### src/rtl/ita_pkg.sv
// Shared types, character codes and helpers for the integer to ASCII formatter.
// No dependencies; imported by every module of the block.
`default_nettype none

package ita_pkg;

   localparam int VALUE_W     = 32;
   localparam int DEC_DIGITS  = 10;
   localparam int HEX_DIGITS  = VALUE_W / 4;
   localparam int DIGIT_W     = 4;
   localparam int CNT_W       = $clog2(DEC_DIGITS + 1);
   localparam int BIT_CNT_W   = $clog2(VALUE_W);
   localparam int QUEUE_DEPTH = 2;

   localparam logic [7:0] CH_ZERO    = 8'h30;
   localparam logic [7:0] CH_A       = 8'h41;
   localparam logic [7:0] CH_MINUS   = 8'h2D;
   localparam logic [7:0] CH_NEWLINE = 8'h0A;
   localparam logic [3:0] DEC_RADIX  = 4'd10;

   // One classified number waiting for conversion.
   typedef struct packed {
      logic                 neg;
      logic                 hex;
      logic [VALUE_W-1:0]   mag;
   } entry_type;

   function automatic logic [7:0] digit_char(input logic [DIGIT_W-1:0] d);
      logic [7:0] wide;
      wide = {4'b0000, d};
      if (d >= DEC_RADIX) begin
         digit_char = wide - {4'b0000, DEC_RADIX} + CH_A;
      end else begin
         digit_char = wide + CH_ZERO;
      end
   endfunction

endpackage

`default_nettype wire

### src/rtl/integer_to_ascii_formatter.sv
// Top level of the integer to ASCII formatter: mode register, front end, queue, back end.
// Depends on ita_pkg, ita_front, ita_queue and ita_back.
//
//  channel  direction  beat content
//  req_     in         tdata[31:0] = value (signed)
//  rsp_     out        tdata[7:0] = text_byte, tlast = last
//  csr_     in         tdata[7:0], bit 0 = hex_mode
//
// Decimal: load, double-dabble over all 32 value bits in the back end, leading zero skip,
// then one byte per cycle while rsp_ is not stalled (2 to 12 bytes).
// Hex: load, leading zero skip, then one byte per cycle while rsp_ is not stalled.
// The front end and queue keep accepting numbers while the back end works.
// Reset is synchronous, active high; it clears the mode to decimal and empties the queue.
// A stalled rsp_ beat holds the back end; req_ stalls only when the queue is full.
`default_nettype none

module integer_to_ascii_formatter #(
   parameter int FIFO_DEPTH = ita_pkg::QUEUE_DEPTH
) (
   input  wire          clock,
   input  wire          reset,
   input  wire          req_tvalid,
   output logic         req_tready,
   input  wire  [31:0]  req_tdata,    // [31:0] value
   output logic         rsp_tvalid,
   input  wire          rsp_tready,
   output logic [7:0]   rsp_tdata,    // [7:0] text_byte
   output logic         rsp_tlast,
   input  wire          csr_tvalid,
   output logic         csr_tready,
   input  wire  [7:0]   csr_tdata     // [0] hex_mode, upper bits ignored
);
   import ita_pkg::*;

   logic      hex_mode_ff;
   logic      push_valid, push_ready;
   entry_type push_entry;
   logic      pop_valid, pop;
   entry_type pop_entry;

   assign csr_tready = 1'b1;

   always_ff @(posedge clock) begin
      if (reset) begin
         hex_mode_ff <= 1'b0;
      end else if (csr_tvalid && csr_tready) begin
         hex_mode_ff <= csr_tdata[0];
      end
   end

   ita_front u_front (
      .clock      (clock),
      .reset      (reset),
      .req_tvalid (req_tvalid),
      .req_tready (req_tready),
      .req_tdata  (req_tdata),
      .hex_mode   (hex_mode_ff),
      .push_valid (push_valid),
      .push_ready (push_ready),
      .push_entry (push_entry)
   );

   ita_queue #(
      .DEPTH (FIFO_DEPTH)
   ) u_queue (
      .clock      (clock),
      .reset      (reset),
      .push_valid (push_valid),
      .push_ready (push_ready),
      .push_entry (push_entry),
      .pop_valid  (pop_valid),
      .pop        (pop),
      .pop_entry  (pop_entry)
   );

   ita_back u_back (
      .clock      (clock),
      .reset      (reset),
      .pop_valid  (pop_valid),
      .pop        (pop),
      .pop_entry  (pop_entry),
      .rsp_tvalid (rsp_tvalid),
      .rsp_tready (rsp_tready),
      .rsp_tdata  (rsp_tdata),
      .rsp_tlast  (rsp_tlast)
   );

endmodule

`default_nettype wire

### src/rtl/ita_front.sv
// Front end: accepts input beats, splits sign and magnitude, tags the radix.
// Depends on ita_pkg; feeds ita_queue.
`default_nettype none

module ita_front (
   input  wire                     clock,
   input  wire                     reset,
   input  wire                     req_tvalid,
   output logic                    req_tready,
   input  wire  [31:0]             req_tdata,
   input  wire                     hex_mode,
   output logic                    push_valid,
   input  wire                     push_ready,
   output ita_pkg::entry_type      push_entry
);
   import ita_pkg::*;

   logic      hold_valid_ff, hold_valid_in;
   entry_type entry_ff, entry_in;
   logic      take;
   logic      neg;

   assign neg        = req_tdata[VALUE_W-1];
   assign req_tready = !hold_valid_ff || push_ready;
   assign take       = req_tvalid && req_tready;
   assign push_valid = hold_valid_ff;
   assign push_entry = entry_ff;

   always_comb begin
      hold_valid_in = hold_valid_ff;
      entry_in      = entry_ff;
      if (take) begin
         hold_valid_in = 1'b1;
         entry_in.neg  = neg;
         entry_in.hex  = hex_mode;
         // two's complement negate; the most negative value maps to 2^31
         entry_in.mag  = neg ? (~req_tdata + 32'd1) : req_tdata;
      end else if (push_ready) begin
         hold_valid_in = 1'b0;
      end
   end

   always_ff @(posedge clock) begin
      if (reset) begin
         hold_valid_ff <= 1'b0;
      end else begin
         hold_valid_ff <= hold_valid_in;
      end
      entry_ff <= entry_in;
   end

endmodule

`default_nettype wire

### src/rtl/ita_queue.sv
// Short queue of classified numbers between front end and back end.
// Depends on ita_pkg for the entry type.
`default_nettype none

module ita_queue #(
   parameter int DEPTH = ita_pkg::QUEUE_DEPTH
) (
   input  wire                     clock,
   input  wire                     reset,
   input  wire                     push_valid,
   output logic                    push_ready,
   input  ita_pkg::entry_type      push_entry,
   output logic                    pop_valid,
   input  wire                     pop,
   output ita_pkg::entry_type      pop_entry
);
   import ita_pkg::*;

   localparam int PTR_W   = (DEPTH > 1) ? $clog2(DEPTH) : 1;
   localparam int COUNT_W = $clog2(DEPTH + 1);

   entry_type          slots [DEPTH];
   logic [PTR_W-1:0]   wr_ptr_ff, wr_ptr_in;
   logic [PTR_W-1:0]   rd_ptr_ff, rd_ptr_in;
   logic [COUNT_W-1:0] count_ff, count_in;
   logic               do_push, do_pop;

   assign push_ready = (count_ff != COUNT_W'(DEPTH));
   assign pop_valid  = (count_ff != '0);
   assign pop_entry  = slots[rd_ptr_ff];
   assign do_push    = push_valid && push_ready;
   assign do_pop     = pop && pop_valid;

   always_comb begin
      wr_ptr_in = wr_ptr_ff;
      rd_ptr_in = rd_ptr_ff;
      count_in  = count_ff;
      if (do_push) begin
         wr_ptr_in = (wr_ptr_ff == PTR_W'(DEPTH - 1)) ? '0 : wr_ptr_ff + PTR_W'(1);
      end
      if (do_pop) begin
         rd_ptr_in = (rd_ptr_ff == PTR_W'(DEPTH - 1)) ? '0 : rd_ptr_ff + PTR_W'(1);
      end
      if (do_push && !do_pop) begin
         count_in = count_ff + COUNT_W'(1);
      end else if (do_pop && !do_push) begin
         count_in = count_ff - COUNT_W'(1);
      end
   end

   always_ff @(posedge clock) begin
      if (reset) begin
         wr_ptr_ff <= '0;
         rd_ptr_ff <= '0;
         count_ff  <= '0;
      end else begin
         wr_ptr_ff <= wr_ptr_in;
         rd_ptr_ff <= rd_ptr_in;
         count_ff  <= count_in;
      end
      if (do_push) begin
         slots[wr_ptr_ff] <= push_entry;
      end
   end

endmodule

`default_nettype wire

### src/rtl/ita_back.sv
// Back end: bit-serial binary to BCD conversion, leading zero skip, byte output.
// Depends on ita_pkg; drains ita_queue and drives the result beat register.
`default_nettype none

module ita_back (
   input  wire                     clock,
   input  wire                     reset,
   input  wire                     pop_valid,
   output logic                    pop,
   input  ita_pkg::entry_type      pop_entry,
   output logic                    rsp_tvalid,
   input  wire                     rsp_tready,
   output logic [7:0]              rsp_tdata,
   output logic                    rsp_tlast
);
   import ita_pkg::*;

   typedef enum logic [2:0] {
      ST_IDLE,
      ST_CONV,
      ST_SKIP,
      ST_SIGN,
      ST_DIGIT,
      ST_NEWLINE
   } state_type;

   state_type              state_ff;
   logic                   neg_ff;
   logic [VALUE_W-1:0]     mag_ff;
   logic [BIT_CNT_W-1:0]   bit_cnt_ff;
   logic [CNT_W-1:0]       cnt_ff;
   logic [DIGIT_W-1:0]     digits_ff [DEC_DIGITS];
   logic                   rsp_valid_ff;
   logic [7:0]             rsp_data_ff;
   logic                   rsp_last_ff;

   logic [DIGIT_W-1:0]     adj [DEC_DIGITS];
   logic [DIGIT_W-1:0]     dab_in [DEC_DIGITS];
   logic [CNT_W-1:0]       top_idx;
   logic [DIGIT_W-1:0]     top_digit;
   logic                   slot_free;
   logic                   emit;

   assign pop        = (state_ff == ST_IDLE) && pop_valid;
   assign slot_free  = !rsp_valid_ff || rsp_tready;
   assign emit       = slot_free && (state_ff == ST_SIGN || state_ff == ST_DIGIT ||
                                     state_ff == ST_NEWLINE);
   assign top_idx    = cnt_ff - CNT_W'(1);
   assign top_digit  = digits_ff[top_idx];
   assign rsp_tvalid = rsp_valid_ff;
   assign rsp_tdata  = rsp_data_ff;
   assign rsp_tlast  = rsp_last_ff;

   // One double-dabble step: add 3 to digits of 5 or more, then shift in the next bit.
   always_comb begin
      for (int i = 0; i < DEC_DIGITS; i++) begin
         adj[i] = (digits_ff[i] >= 4'd5) ? digits_ff[i] + 4'd3 : digits_ff[i];
      end
      dab_in[0] = {adj[0][DIGIT_W-2:0], mag_ff[VALUE_W-1]};
      for (int i = 1; i < DEC_DIGITS; i++) begin
         dab_in[i] = {adj[i][DIGIT_W-2:0], adj[i-1][DIGIT_W-1]};
      end
   end

   always_ff @(posedge clock) begin
      if (reset) begin
         state_ff     <= ST_IDLE;
         rsp_valid_ff <= 1'b0;
      end else begin
         if (emit) begin
            rsp_valid_ff <= 1'b1;
         end else if (rsp_tready) begin
            rsp_valid_ff <= 1'b0;
         end
         case (state_ff)
            ST_IDLE: begin
               if (pop_valid) begin
                  neg_ff     <= pop_entry.neg;
                  mag_ff     <= pop_entry.mag;
                  bit_cnt_ff <= '0;
                  if (pop_entry.hex) begin
                     for (int i = 0; i < DEC_DIGITS; i++) begin
                        digits_ff[i] <= (i < HEX_DIGITS) ?
                                        pop_entry.mag[(i % HEX_DIGITS)*DIGIT_W +: DIGIT_W] :
                                        '0;
                     end
                     cnt_ff   <= CNT_W'(HEX_DIGITS);
                     state_ff <= ST_SKIP;
                  end else begin
                     for (int i = 0; i < DEC_DIGITS; i++) begin
                        digits_ff[i] <= '0;
                     end
                     cnt_ff   <= CNT_W'(DEC_DIGITS);
                     state_ff <= ST_CONV;
                  end
               end
            end
            ST_CONV: begin
               digits_ff  <= dab_in;
               mag_ff     <= {mag_ff[VALUE_W-2:0], 1'b0};
               bit_cnt_ff <= bit_cnt_ff + BIT_CNT_W'(1);
               if (bit_cnt_ff == BIT_CNT_W'(VALUE_W - 1)) begin
                  state_ff <= ST_SKIP;
               end
            end
            ST_SKIP: begin
               // drop leading zeros, keep at least one digit
               if (cnt_ff > CNT_W'(1) && top_digit == '0) begin
                  cnt_ff <= cnt_ff - CNT_W'(1);
               end else begin
                  state_ff <= neg_ff ? ST_SIGN : ST_DIGIT;
               end
            end
            ST_SIGN: begin
               if (slot_free) begin
                  rsp_data_ff  <= CH_MINUS;
                  rsp_last_ff  <= 1'b0;
                  state_ff     <= ST_DIGIT;
               end
            end
            ST_DIGIT: begin
               if (slot_free) begin
                  rsp_data_ff  <= digit_char(top_digit);
                  rsp_last_ff  <= 1'b0;
                  cnt_ff       <= cnt_ff - CNT_W'(1);
                  if (cnt_ff == CNT_W'(1)) begin
                     state_ff <= ST_NEWLINE;
                  end
               end
            end
            ST_NEWLINE: begin
               if (slot_free) begin
                  rsp_data_ff  <= CH_NEWLINE;
                  rsp_last_ff  <= 1'b1;
                  state_ff     <= ST_IDLE;
               end
            end
            default: begin
               state_ff <= ST_IDLE;
            end
         endcase
      end
   end

   a_last_is_newline: assert property (@(posedge clock) disable iff (reset)
      (rsp_valid_ff && rsp_last_ff) |-> (rsp_data_ff == CH_NEWLINE))
      else $error("last beat is not a newline");

   a_digit_count_nonzero: assert property (@(posedge clock) disable iff (reset)
      (state_ff == ST_SKIP || state_ff == ST_DIGIT) |->
      (cnt_ff != '0 && cnt_ff <= CNT_W'(DEC_DIGITS)))
      else $error("digit count out of range while emitting");

   a_pop_starts_work: assert property (@(posedge clock) disable iff (reset)
      pop |=> (state_ff != ST_IDLE))
      else $error("queue entry popped without starting conversion");

   a_conv_bounded: assert property (@(posedge clock) disable iff (reset)
      (state_ff == ST_CONV && bit_cnt_ff == BIT_CNT_W'(VALUE_W - 1)) |=>
      (state_ff == ST_SKIP))
      else $error("conversion did not end after the last bit");

endmodule

`default_nettype wire

### config.mk
export PLATFORM = sky130hd
export DESIGN_NAME = integer_to_ascii_formatter
export DESIGN_NICKNAME = d
export VERILOG_FILES = /design/src/rtl/ita_pkg.sv /design/src/rtl/integer_to_ascii_formatter.sv /design/src/rtl/ita_front.sv /design/src/rtl/ita_queue.sv /design/src/rtl/ita_back.sv
export SDC_FILE = /design/constraint.sdc
export NUM_CORES = 1
export LEC_CHECK = 0
export ABC_AREA = 1
export BUFFER_PORTS_ARGS = -buffer_cell sky130_fd_sc_hd__buf_2
export CAP_MARGIN = 20
export CORE_MARGIN = 2
export CORE_UTILIZATION = 60
export DETAILED_ROUTE_END_ITERATION = 6
export PLACE_DENSITY = 0.79
export SKIP_LAST_GASP = 1
export SYNTH_ARGS = -nofsm -noshare
export SYNTH_HDL_FRONTEND = slang
export SYNTH_SLANG_ARGS = --single-unit
### constraint.sdc
create_clock -name clock -period 3.7 [get_ports clock]
set_input_delay 0.37 -clock clock [delete_from_list [all_inputs] [get_ports clock]]
set_output_delay 0.37 -clock clock [all_outputs]
set_load 0.01 [all_outputs]
==> summary.txt, run 1 <==
Worst Path Arrival - 3360 ps
N_diodes - 0
Leakage - 4.649 nW
Post-synth EDFFs - 192
Port Buf Inserts - 47
Synth area leader - edfxtp_1
TNS Setup - 0 ps
Largest delay contributor family on the critical path - simple AND/OR/NAND/NOR gates
Peak supply drop - 0.4531 mV
Syn Nets - 1062
Async SR Flop Fraction - 0%
Post-route DRC - 0
Final wirelength - 18160 um
Critical Path End - u_back.cnt_ff[1]$_DFFE_PP_
Via density - 5.392
Final nets - 1115
GPL Wtd Cong - 0.8566
Pre-antenna DRT Iters - 5
Crit Path Class - reg -> reg
Fin cells - 1273
Synth area leaders - edfxtp_1 (57%), nand2_1 (8.0%), inv_1 (4.7%)
Simple-Gate Fraction of Synth Area - 15.97%
Tmin final - 3230 ps
Synth Register Bits - 203
FP Rows - 47
Top-level port count - 57
Total track usage - 20.75%
RSZ-0062 raised after global routing - no
RR Endpoint - u_back.cnt_ff[1]$_DFFE_PP_
Largest net degree at the start of global routing - 78
Inst Count DP - 1234
Fillers - 1181
GR Overflow Total - 0
Most used cell, CP - nand3_1
Number of global-route vias before repair - 6651
Post-DP HPWL - 12260 um
WL/cell - 14.27 um
Crit path from - u_back.cnt_ff[0]$_SDFFCE_PN0P_
DIE AREA - 17920 sq um
Gate count after technology mapping - 985
Yosys top cell area share - 56.97%
Unique masters post-synth - 39
Synth warn - 0
Finish-stage setup viols - 0
Die height - 133.9 um
Avg Inst Size Synth - 10.27 sq um
Post-synthesis mux area share - 3.672%
Crit path capture type - flop
Post_cts resized - 0
Post-Synth XOR/XNOR Area - 3.363%
Root Driver - clkbuf_16
Register Area - 5986 sq um
Max stage delay cell, worst path - nor3_1
Bufs on Longest Clock Path - 3
PwrDens - 775.7 nW/um^2
Seq/Total Area, Yosys - 59.15%
Worst path cell trace - inv_2, ha_1, inv_1, a21oi_1, o21ai_0, nand3_1, nand3_1, nand2_1, inv_1, ha_1, and3_1, nand3_1, nor2_2, a21oi_1, nor3_1
Slowest stage delay, CP - 410 ps
Clock sinks - 203
Area of the multi-input gates - 3507 sq um
Clock H-tree levels - 1
Drt first-iter violations - 530
# Max-Cap Violations - 0
Post-Synth Adder-Cell Area - 3.956%
Initial core utilization - 61.24%
Hold crit path type - in -> reg
CP bufs+invs - 3
Flop2flop setup slack - 470 ps
Wl on met1 - 7890 um
Final Skew - 8.093 ps
Clk_lat worst skew - 500 ps
Synth Flop Type - edfxtp_1
Layout cells sized above 1 - 14.43%
Top layer in use - met4
Clk pin slew, worst setup/hold paths - 60 ps
First-pass GRT wire length - 30340 um
Headroom to the max-slew limit - 56.62%
Startpoint Class - flop
Syn Std Cell Area - 10120 sq um
CTS Buf Count - 22
Achievable Freq - 0.3096 GHz
Die W - 133.9 um
Cells on worst reg2reg path - 15
WL met2 - 8998 um
Crit path max fanout - 16
Largest family of logic cells by synthesized area - simple AND/OR/NAND/NOR gates
Critical path depth - 15
Outcome - completed
Fin crit share - 87.30%
Synth Area in Compound Gates - 7.530%
Initial antenna violation count - 0
DR vias - 6864
Worst-margin pin slew - 650.0 ps
TritonCTS clock tree - yes
Req. time, crit path - 3830 ps
Fin. Hold Viols - 0
Post-CTS Setup Bufs - 0
Final Max Slew Viols - 0
Routed met3 length - 798 um
Layout area overhead - 11.50%
Number of routed nets with antenna violations - 0
Cts hold-fix bufs - 0
Area of the core - 16520 sq um
Worst reg2reg path startpoint - u_back.cnt_ff[0]$_SDFFCE_PN0P_
cells in the final DEF (no fill, tap or decap), types with 6 or more instances in the layout:
cell / netlist / layout
nand2_1: 215 / 215
edfxtp_1: 192 / 192
inv_1: 127 / 126
o21ai_0: 88 / 88
nand3_1: 67 / 67
nor2_1: 61 / 59
buf_2: 10 / 47
mux2_2: 33 / 33
ha_1: 32 / 32
a21oi_1: 31 / 31
xor2_1: 26 / 26
clkbuf_16: 0 / 23
xnor2_1: 11 / 11
dfxtp_1: 11 / 11
buf_4: 3 / 8
nand2_2: 7 / 7
o22ai_1: 7 / 7
o32ai_1: 7 / 7
nor3_1: 6 / 6
clkbuf_1: 13 / 6
area by class of cell:
type,instances,share of cell area [%]
Clock buffer,29,5.301
Tap cell,220,2.440
Multi-Input combinational cell,623,31.08
Inverter,131,4.358
Timing Repair Buffer,57,3.038
Clock inverter,10,0.7319
Sequential cell,203,53.05
per-layer routing:
metal	vias up	global-route usage (%)
li1	3441	-
met1	3231	26.83
met2	150	35.75
met3	42	3.175
met4	0	7.624
met5	-	0
worst register-to-register path, cell delays in order (launching register included):
cell and delay [ps]:
edfxtp_1 400, inv_2 220, ha_1 410, inv_1 240
a21oi_1 60, o21ai_0 80, nand3_1 90, nand3_1 90
nand2_1 140, inv_1 130, ha_1 150, and3_1 140
nand3_1 80, nor2_2 160, a21oi_1 60, nor3_1 410
cell families after synthesis:
kind of cell / after synthesis
AO/OA/AOI/OAI: 142
adder cells (fa/ha/maj): 32
XOR/XNOR: 38
buffers and inverters: 159
flip-flops: 203
AND/OR/NAND/NOR: 376
multiplexers: 33
other: 2
Yosys cell counts (2+ instances only):
| cell type | count |
|---|---|
| o21ai_1 | 2 |
| o211ai_1 | 3 |
| a21oi_1 | 31 |
| nand3_2 | 2 |
| xnor2_1 | 11 |
| xor2_1 | 26 |
| nor2_1 | 61 |
| conb_1 | 2 |
| inv_2 | 4 |
| o22ai_1 | 7 |
| clkbuf_1 | 13 |
| nand3_1 | 67 |
| a31oi_1 | 2 |
| ha_1 | 32 |
| nand2_4 | 2 |
| nand4_1 | 3 |
| mux2_2 | 33 |
| dfxtp_1 | 11 |
| nand2_1 | 215 |
| o21ai_0 | 88 |
| or2_2 | 2 |
| buf_6 | 2 |
| o32ai_1 | 7 |
| nor3_1 | 6 |
| edfxtp_1 | 192 |
| nor2_2 | 3 |
| nand2_2 | 7 |
| inv_1 | 127 |
| buf_4 | 3 |
| nor2_4 | 3 |
| buf_2 | 10 |
registers in the layout, summed over array words and instances, names as in the netlist, named ones only:
name	cells
u_front.push_valid	1
u_back.rsp_tlast	1
u_back.rsp_tvalid	1
u_queue.slots	68
hex_mode_ff	1
u_back.mag_ff	32
u_back.state_ff	3
u_back.neg_ff	1
u_back.cnt_ff	4
u_queue.count_ff	2
u_queue.wr_ptr_ff	1
u_front.push_entry	34
u_back.rsp_tdata	7
u_back.bit_cnt_ff	5
u_queue.rd_ptr_ff	1
u_back.digits_ff	40
power by group:
group / total (mW) / switching, mW / internal (mW)
combinational: 3.17 / 2.09 / 1.08
clock: 2.06 / 0.852 / 1.21
sequential: 3.52 / 0.247 / 3.28
total: 8.75 / 3.19 / 5.57
worst min path at each step:
stage | startpoint | to | cells after the start
2_1_floorplan | hex_mode_ff$_SDFFE_PP0P_ | u_front.push_entry[32]$_DFFE_PP_ | 0
3_3_place_gp | hex_mode_ff$_SDFFE_PP0P_ | u_front.push_entry[32]$_DFFE_PP_ | 0
3_5_place_dp | hex_mode_ff$_SDFFE_PP0P_ | u_front.push_entry[32]$_DFFE_PP_ | 0
4_1_cts | req_tdata[0] | u_front.push_entry[0]$_DFFE_PP_ | 1
5_1_grt | csr_tvalid | hex_mode_ff$_SDFFE_PP0P_ | 2
6_report | req_tdata[0] | u_front.push_entry[0]$_DFFE_PP_ | 1
metrics by stage:
step / hold slack (ps) / worst slack [ps] / utilization, % / power (mW) / cell area [sq um]
detailed placement: 421.3 / 459.8 / 64.16 / 6.697 / 10600
floorplan: 403.0 / 893.4 / - / 5.936 / 10120
finish: 73.28 / 469.7 / 68.28 / 8.753 / 11280
global placement: 419.7 / 534.0 / 64.00 / 6.546 / 10580
CTS: 55.50 / 433.4 / 68.28 / 8.792 / 11280
global route: 59.73 / 92.85 / 68.28 / 9.361 / 11280
Power figures use the tool's default switching activity.
==> run 2: changes to the inputs <==
--- a/config.mk
+++ b/config.mk
@@ -5,7 +5,6 @@
 export SDC_FILE = /design/constraint.sdc
 export NUM_CORES = 1
 export LEC_CHECK = 0
-export ABC_AREA = 1
 export BUFFER_PORTS_ARGS = -buffer_cell sky130_fd_sc_hd__buf_2
 export CAP_MARGIN = 20
 export CORE_MARGIN = 2
==> run 2 against run 1 <==
  * Design area down 3.8%
  * Power down 5.9%
  * Sequential cell count unchanged
  * First-iteration DRC count down 9.6%
  * Register-to-register slack worse by 170 ps
==> summary.txt, run 2 <==
Outcome - completed
Crit path from - u_back.cnt_ff[1]$_DFFE_PP_
Flop2flop setup slack - 300 ps (-170 ps)
Synth Flop Type - edfxtp_1
Most common cell after layout, fill and taps aside - edfxtp_1
Worst Path Arrival - 3540 ps (+180 ps)
Largest net degree at the start of global routing - 105 (+35%)
Worst-margin pin slew - 1062 ps (+411.5 ps)
Finish-stage setup viols - 0 (unchanged)
Post_cts resized - 0 (unchanged)
Headroom to the max-slew limit - 29.06% (-28 points)
Peak supply drop - 0.4430 mV (-2.2%)
Fin cells - 1035 (-19%)
Synth area leaders - edfxtp_1 (59%), ha_1 (4.1%), xnor2_1 (4.1%)
Synth warn - 0 (unchanged)
Cell Area, Placed - 10200 sq um (-3.8%)
Inst Count DP - 999 (-19%)
Root Driver - clkbuf_16
RR Endpoint - u_back.cnt_ff[0]$_SDFFCE_PN0P_
Drt first-iter violations - 479 (-9.6%)
GR Overflow Total - 0 (unchanged)
Syn Nets - 836 (-21%)
DR vias - 6105 (-11%)
Final Instance Area - 10850 sq um (-3.8%)
Clk pin slew, worst setup/hold paths - 60 ps (about the same)
Register Area - 5988 sq um (about the same)
GPL Wtd Cong - 0.8454 (-1.3%)
Most frequent cells in the layout - edfxtp_1 (192), a21oi_1 (72), nor2_1 (67)
DIE AREA - 17230 sq um (-3.9%)
# Max-Cap Violations - 0 (unchanged)
Post-CTS Setup Bufs - 0 (unchanged)
Layout cells sized above 1 - 14.65% (+0.22 points)
Startpoint Class - flop
Post-DP HPWL - 12160 um (-0.78%)
Crit path max fanout - 9 (-7)
Avg Inst Size Synth - 12.80 sq um (+25%)
Async SR Flop Fraction - 0% (unchanged)
PwrDens - 759.1 nW/um^2 (-2.1%)
Number of global-route vias before repair - 6079 (-8.6%)
FP Rows - 46 (-2.1%)
Leakage - 3.829 nW (-18%)
Crit Path Class - reg -> reg
Final wirelength - 18020 um (-0.79%)
Post-route DRC - 0 (unchanged)
Synth cell count leaders - edfxtp_1 (192), a21oi_1 (72), nor2_1 (68)
RSZ-0062 raised after global routing - no
Fin crit share - 91.94% (+4.6 points)
Achievable Freq - 0.2940 GHz (-5.0%)
Final nets - 883 (-21%)
Synth Register Bits - 203 (unchanged)
Die W - 131.3 um (-2.0%)
Seq/Total Area, Yosys - 61.61% (+2.5 points)
Critical Path End - u_back.cnt_ff[0]$_SDFFCE_PN0P_
Crit path capture type - flop
Bufs on Longest Clock Path - 3 (unchanged)
Syn Std Cell Area - 9716 sq um (-4.0%)
Final Skew - 10.57 ps (+2.481 ps)
Top-level port count - 57 (unchanged)
Tmin final - 3402 ps (+171.4 ps)
Area of the multi-input gates - 3481 sq um (-0.75%)
TNS Setup - 0 ps (unchanged)
Initial core utilization - 61.38% (+0.14 points)
Gate count after technology mapping - 759 (-23%)
Total track usage - 20.74% (about the same)
Clock H-tree levels - 1 (unchanged)
Initial antenna violation count - 0 (unchanged)
Final Max Slew Viols - 0 (unchanged)
Post-synth EDFFs - 192 (unchanged)
Via density - 5.899 (+9.4%)
Unique masters post-synth - 60 (+54%)
Pre-antenna DRT Iters - 5 (unchanged)
TritonCTS clock tree - yes
Fin. Hold Viols - 0 (unchanged)
Worst reg2reg path startpoint - u_back.cnt_ff[1]$_DFFE_PP_
Hold crit path type - in -> reg
Area of the core - 15830 sq um (-4.2%)
Max reg flops - 68 (unchanged)
Clock sinks - 203 (unchanged)
CTS Buf Count - 21 (-4.5%)
Top-count cell post-synth - edfxtp_1
Layout area overhead - 11.69%
Req. time, crit path - 3840 ps (about the same)
Cells on worst reg2reg path - 10 (-5)
Most flops, register - u_queue.slots
WL/cell - 17.41 um (+22%)
Synth area leader - edfxtp_1
Yosys top cell area share - 59.34% (+2.4 points)
Cts hold-fix bufs - 0 (unchanged)
Number of routed nets with antenna violations - 0 (unchanged)
N_diodes - 0 (unchanged)
First-pass GRT wire length - 29550 um (-2.6%)
Die height - 131.3 um (-2.0%)
Clk_lat worst skew - 490 ps (about the same)
Port Buf Inserts - 47 (unchanged)
Fillers - 1102 (-6.7%)
-- run 2: final cells by class --
cell class                      instances  share of cell area (%)
Clock buffer                           25                   4.981
Clock inverter                         11                  0.9800
Inverter                               40                   1.384
Multi-Input combinational cell        484                   32.08
Sequential cell                       203                   55.18
Tap cell                              216                   2.490
Timing Repair Buffer                   56                   2.906
-- run 2: critical path: stages, from the launching register on --
cell and delay [ps]:
edfxtp_1 390, inv_1 80, ha_1 500, mux4_2 540
inv_1 80, o22ai_1 90, a21oi_1 280, ha_1 200
nor3b_1 180, nand4_1 240, a221oi_2 470
-- run 2: metal layers --
layer	GRT usage, %	routed length (um)	vias to the layer above
met3	2.546	762	30
met5	0	0	-
met2	36.81	9191	163
met4	6.159	375	0
met1	26.95	7687	2998
li1	-	-	2914
-- run 2: worst min path at each step --
stage,from,end,slack [ps],depth (start not counted)
finish,csr_tdata[0],hex_mode_ff$_SDFFE_PP0P_,120,3
global route,req_tdata[0],u_front.push_entry[0]$_DFFE_PP_,130,1
CTS,csr_tdata[0],hex_mode_ff$_SDFFE_PP0P_,120,3
detailed placement,hex_mode_ff$_SDFFE_PP0P_,u_front.push_entry[32]$_DFFE_PP_,430,0
global placement,hex_mode_ff$_SDFFE_PP0P_,u_front.push_entry[32]$_DFFE_PP_,420,0
floorplan,hex_mode_ff$_SDFFE_PP0P_,u_front.push_entry[32]$_DFFE_PP_,410,0
-- run 2: power breakdown --
group          total [mW]  switching, mW  internal (mW)  leakage (nW)
sequential           3.62          0.353           3.26          1.89
combinational        2.63           1.58           1.05          1.63
clock                1.99          0.813           1.18         0.314
total                8.24           2.74           5.50          3.83
-- run 2: cells by family after synthesis --
group | count (synthesis) | synth area share [%]
flops | 203 | 61.61
simple gates | 173 | 9.221
compound gates | 169 | 10.59
buf+inv | 72 | 2.923
xor+xnor | 59 | 5.319
mux | 49 | 6.143
fa+ha+maj | 32 | 4.121
other cells | 2 | 0.07730
-- run 2: through the flow --
| step | power, mW | hold WS (ps) | worst slack (ps) | util, % |
|---|---|---|---|---|
| final | 8.237 | 124.0 | 298.3 | 68.56 |
| after global routing | 8.701 | 130.2 | 87.73 | 68.56 |
| after CTS | 8.248 | 121.1 | 185.6 | 68.52 |
| after detailed placement | 6.237 | 431.9 | 192.2 | 64.43 |
| after global placement | 6.050 | 418.4 | 356.2 | 64.43 |
| after floorplan | 5.587 | 407.6 | 3.319 | - |
==> run 3: changes to the inputs <==
==> constraint.sdc (replaced) <==
create_clock -name clock -period 4.3 [get_ports clock]
set_input_delay 0.43 -clock clock [delete_from_list [all_inputs] [get_ports clock]]
set_output_delay 0.43 -clock clock [all_outputs]
set_load 0.01 [all_outputs]
==> run 3 against run 2 <==
  * Hold slack better by 62 ps
  * Die area unchanged
  * Cell count about the same
  * Maximum frequency down 6.0%
  * Setup slack better by 380 ps
  * First-iteration DRC count up 11%
  * Via count down 1.1%
  * Design area down 0.37%
  * Count of clock-buffer cells in the layout up 3
  * Combinational power down 15%
  * Register-to-register slack better by 380 ps
  * Critical path depth up 1
==> summary.txt, run 3 (synthesized netlist as in run 2, its figures left out) <==
Fin crit share - 84.13% (-7.8 points)
Top-level port count - 57 (unchanged)
Worst-margin pin slew - 1024 ps (-37.60 ps)
First-pass GRT wire length - 28770 um (-2.7%)
Sw Ratio - 33.14% (-0.14 points)
Leakage - 3.810 nW (-0.51%)
# Max-Cap Violations - 0 (unchanged)
WL met2 - 8748 um (-4.8%)
CTS Buf Count - 21 (unchanged)
PwrDens - 651.6 nW/um^2 (-14%)
Die height - 131.3 um (unchanged)
Number of routed nets with antenna violations - 0 (unchanged)
Bufs on Longest Clock Path - 3 (unchanged)
Die W - 131.3 um (unchanged)
Hold_ws - 186.1 ps (+62.02 ps)
Fin cells - 1034 (-0.097%)
Clk_lat worst skew - 480 ps (about the same)
Fin. Hold Viols - 0 (unchanged)
Clk pin slew, worst setup/hold paths - 60 ps (about the same)
Root Driver - clkbuf_16
Net Switching - 2.334 mW (-15%)
Total track usage - 20.23% (-0.50 points)
Layout cells sized above 1 - 13.81% (-0.84 points)
Final Skew - 8.384 ps (-2.190 ps)
DR vias - 6035 (-1.1%)
Achievable Freq - 0.2764 GHz (-6.0%)
Port Buf Inserts - 47 (unchanged)
Tmin final - 3618 ps (+216.0 ps)
DIE AREA - 17230 sq um (unchanged)
Cell Int Power - 4.710 mW (-14%)
Slowest stage delay, CP - 620 ps (+80 ps)
TNS Setup - 0 ps (unchanged)
Fillers - 1083 (-1.7%)
Worst Path Arrival - 3740 ps (+200 ps)
Number of global-route vias before repair - 6016 (-1.0%)
Logic pwr share - 31.7% (-0.2 points)
Final nets - 882 (-0.11%)
Sequential power share - 44.1% (+0.2 points)
Crit path max fanout - 12 (+3)
Startpoint Class - flop
WL/cell - 16.78 um (-3.6%)
Hold crit path type - in -> reg
FP Rows - 46 (unchanged)
Max stage delay cell, worst path - a221oi_1
Most common cell after layout, fill and taps aside - edfxtp_1
Initial core utilization - 61.38% (unchanged)
TritonCTS clock tree - yes
GPL Wtd Cong - 0.8344 (-1.3%)
Clock sinks - 203 (unchanged)
Post-DP HPWL - 11830 um (-2.7%)
Post-CTS Setup Bufs - 0 (unchanged)
Wl on met1 - 7402 um (-3.7%)
Max reg flops - 68 (unchanged)
Cts hold-fix bufs - 0 (unchanged)
Outcome - completed
Pre-antenna DRT Iters - 5 (unchanged)
Req. time, crit path - 4420 ps (+580 ps)
Clock H-tree levels - 1 (unchanged)
Crit Path Class - reg -> reg
Finish-stage setup viols - 0 (unchanged)
Power Total - 7.044 mW (-14%)
Post-Place Setup Slack - 681.7 ps (+489.6 ps)
Most flops, register - u_queue.slots
Most frequent cells in the layout - edfxtp_1 (192), a21oi_1 (72), nor2_1 (67)
Via density - 5.837 (-1.1%)
Inst Count DP - 998 (-0.10%)
Worst path cell trace - inv_1, ha_1, mux4_2, inv_1, o22ai_1, a21oi_1, buf_4, ha_1, nor3b_1, nand4_1, a221oi_1
Drt first-iter violations - 532 (+11%)
Routed met3 length - 787 um (+3.3%)
Peak supply drop - 0.3490 mV (-21%)
Initial antenna violation count - 0 (unchanged)
Area of the core - 15830 sq um (unchanged)
GR Overflow Total - 0 (unchanged)
Clk pwr share - 24.2% (about the same)
N_diodes - 0 (unchanged)
Final Max Slew Viols - 0 (unchanged)
Top layer in use - met4
Post-route setup slack - 682.3 ps (+384.0 ps)
Largest net degree at the start of global routing - 78 (-26%)
Layout area overhead - 11.28%
Crit path capture type - flop
RSZ-0062 raised after global routing - no
Post_cts resized - 0 (unchanged)
Headroom to the max-slew limit - 31.57% (+2.5 points)
Final wirelength - 17350 um (-3.7%)
Post-route DRC - 0 (unchanged)
run 3: per-stage QoR:
step                util [%]  instance area [sq um]
floorplan                  -                   9734
global placement       64.27                  10170
detailed placement     64.27                  10170
CTS                    68.31                  10810
global route           68.31                  10810
finish                 68.31                  10810
run 3: power by group through the flow:
stage	combinational (mW)	clock [mW]	sequential, mW
3_5_place_dp	2.20	0	3.14
3_3_place_gp	2.07	0	3.11
4_1_cts	2.23	1.74	3.10
2_1_floorplan	1.75	0	3.04
6_report	2.23	1.70	3.11
5_1_grt	2.48	1.81	3.16
run 3: final timing paths:
check                           slack, ps                  startpoint                                to  cells after the start
worst max-delay path                  680  u_back.cnt_ff[1]$_DFFE_PP_    u_back.cnt_ff[2]$_SDFFCE_PN0P_                     11
worst min-delay path                  190                  req_tvalid   u_front.push_valid$_SDFFE_PP0P_                      3
worst max register to register        680  u_back.cnt_ff[1]$_DFFE_PP_    u_back.cnt_ff[2]$_SDFFCE_PN0P_                     11
worst min register to register        440    hex_mode_ff$_SDFFE_PP0P_  u_front.push_entry[32]$_DFFE_PP_                      0
run 3: routing by layer:
metal / global-route usage (%) / vias up
met2: 34.91 / 172
li1: - / 2910
met4: 6.643 / 0
met5: 0 / -
met1: 26.81 / 2911
met3: 2.662 / 42
run 3: final cells by class:
cell class	instances	area, sq um	share of cell area (%)
tap	216	270.3	2.500
inverter	40	150.1	1.389
timing repair buffer	55	295.3	2.731
multi-input combinational	484	3470	32.09
sequential	203	5987	55.38
clock buffer	28	551.8	5.104
clock inverter	8	87.58	0.8101
run 3: critical path: cells and delay by family, from the launching register on:
family / cells / cell delay (ps)
AO/OA/AOI/OAI: 3 / 870
adder cells (fa/ha/maj): 2 / 710
buffers and inverters: 3 / 330
flip-flops: 1 / 390
multiplexers: 1 / 570
AND/OR/NAND/NOR: 2 / 390
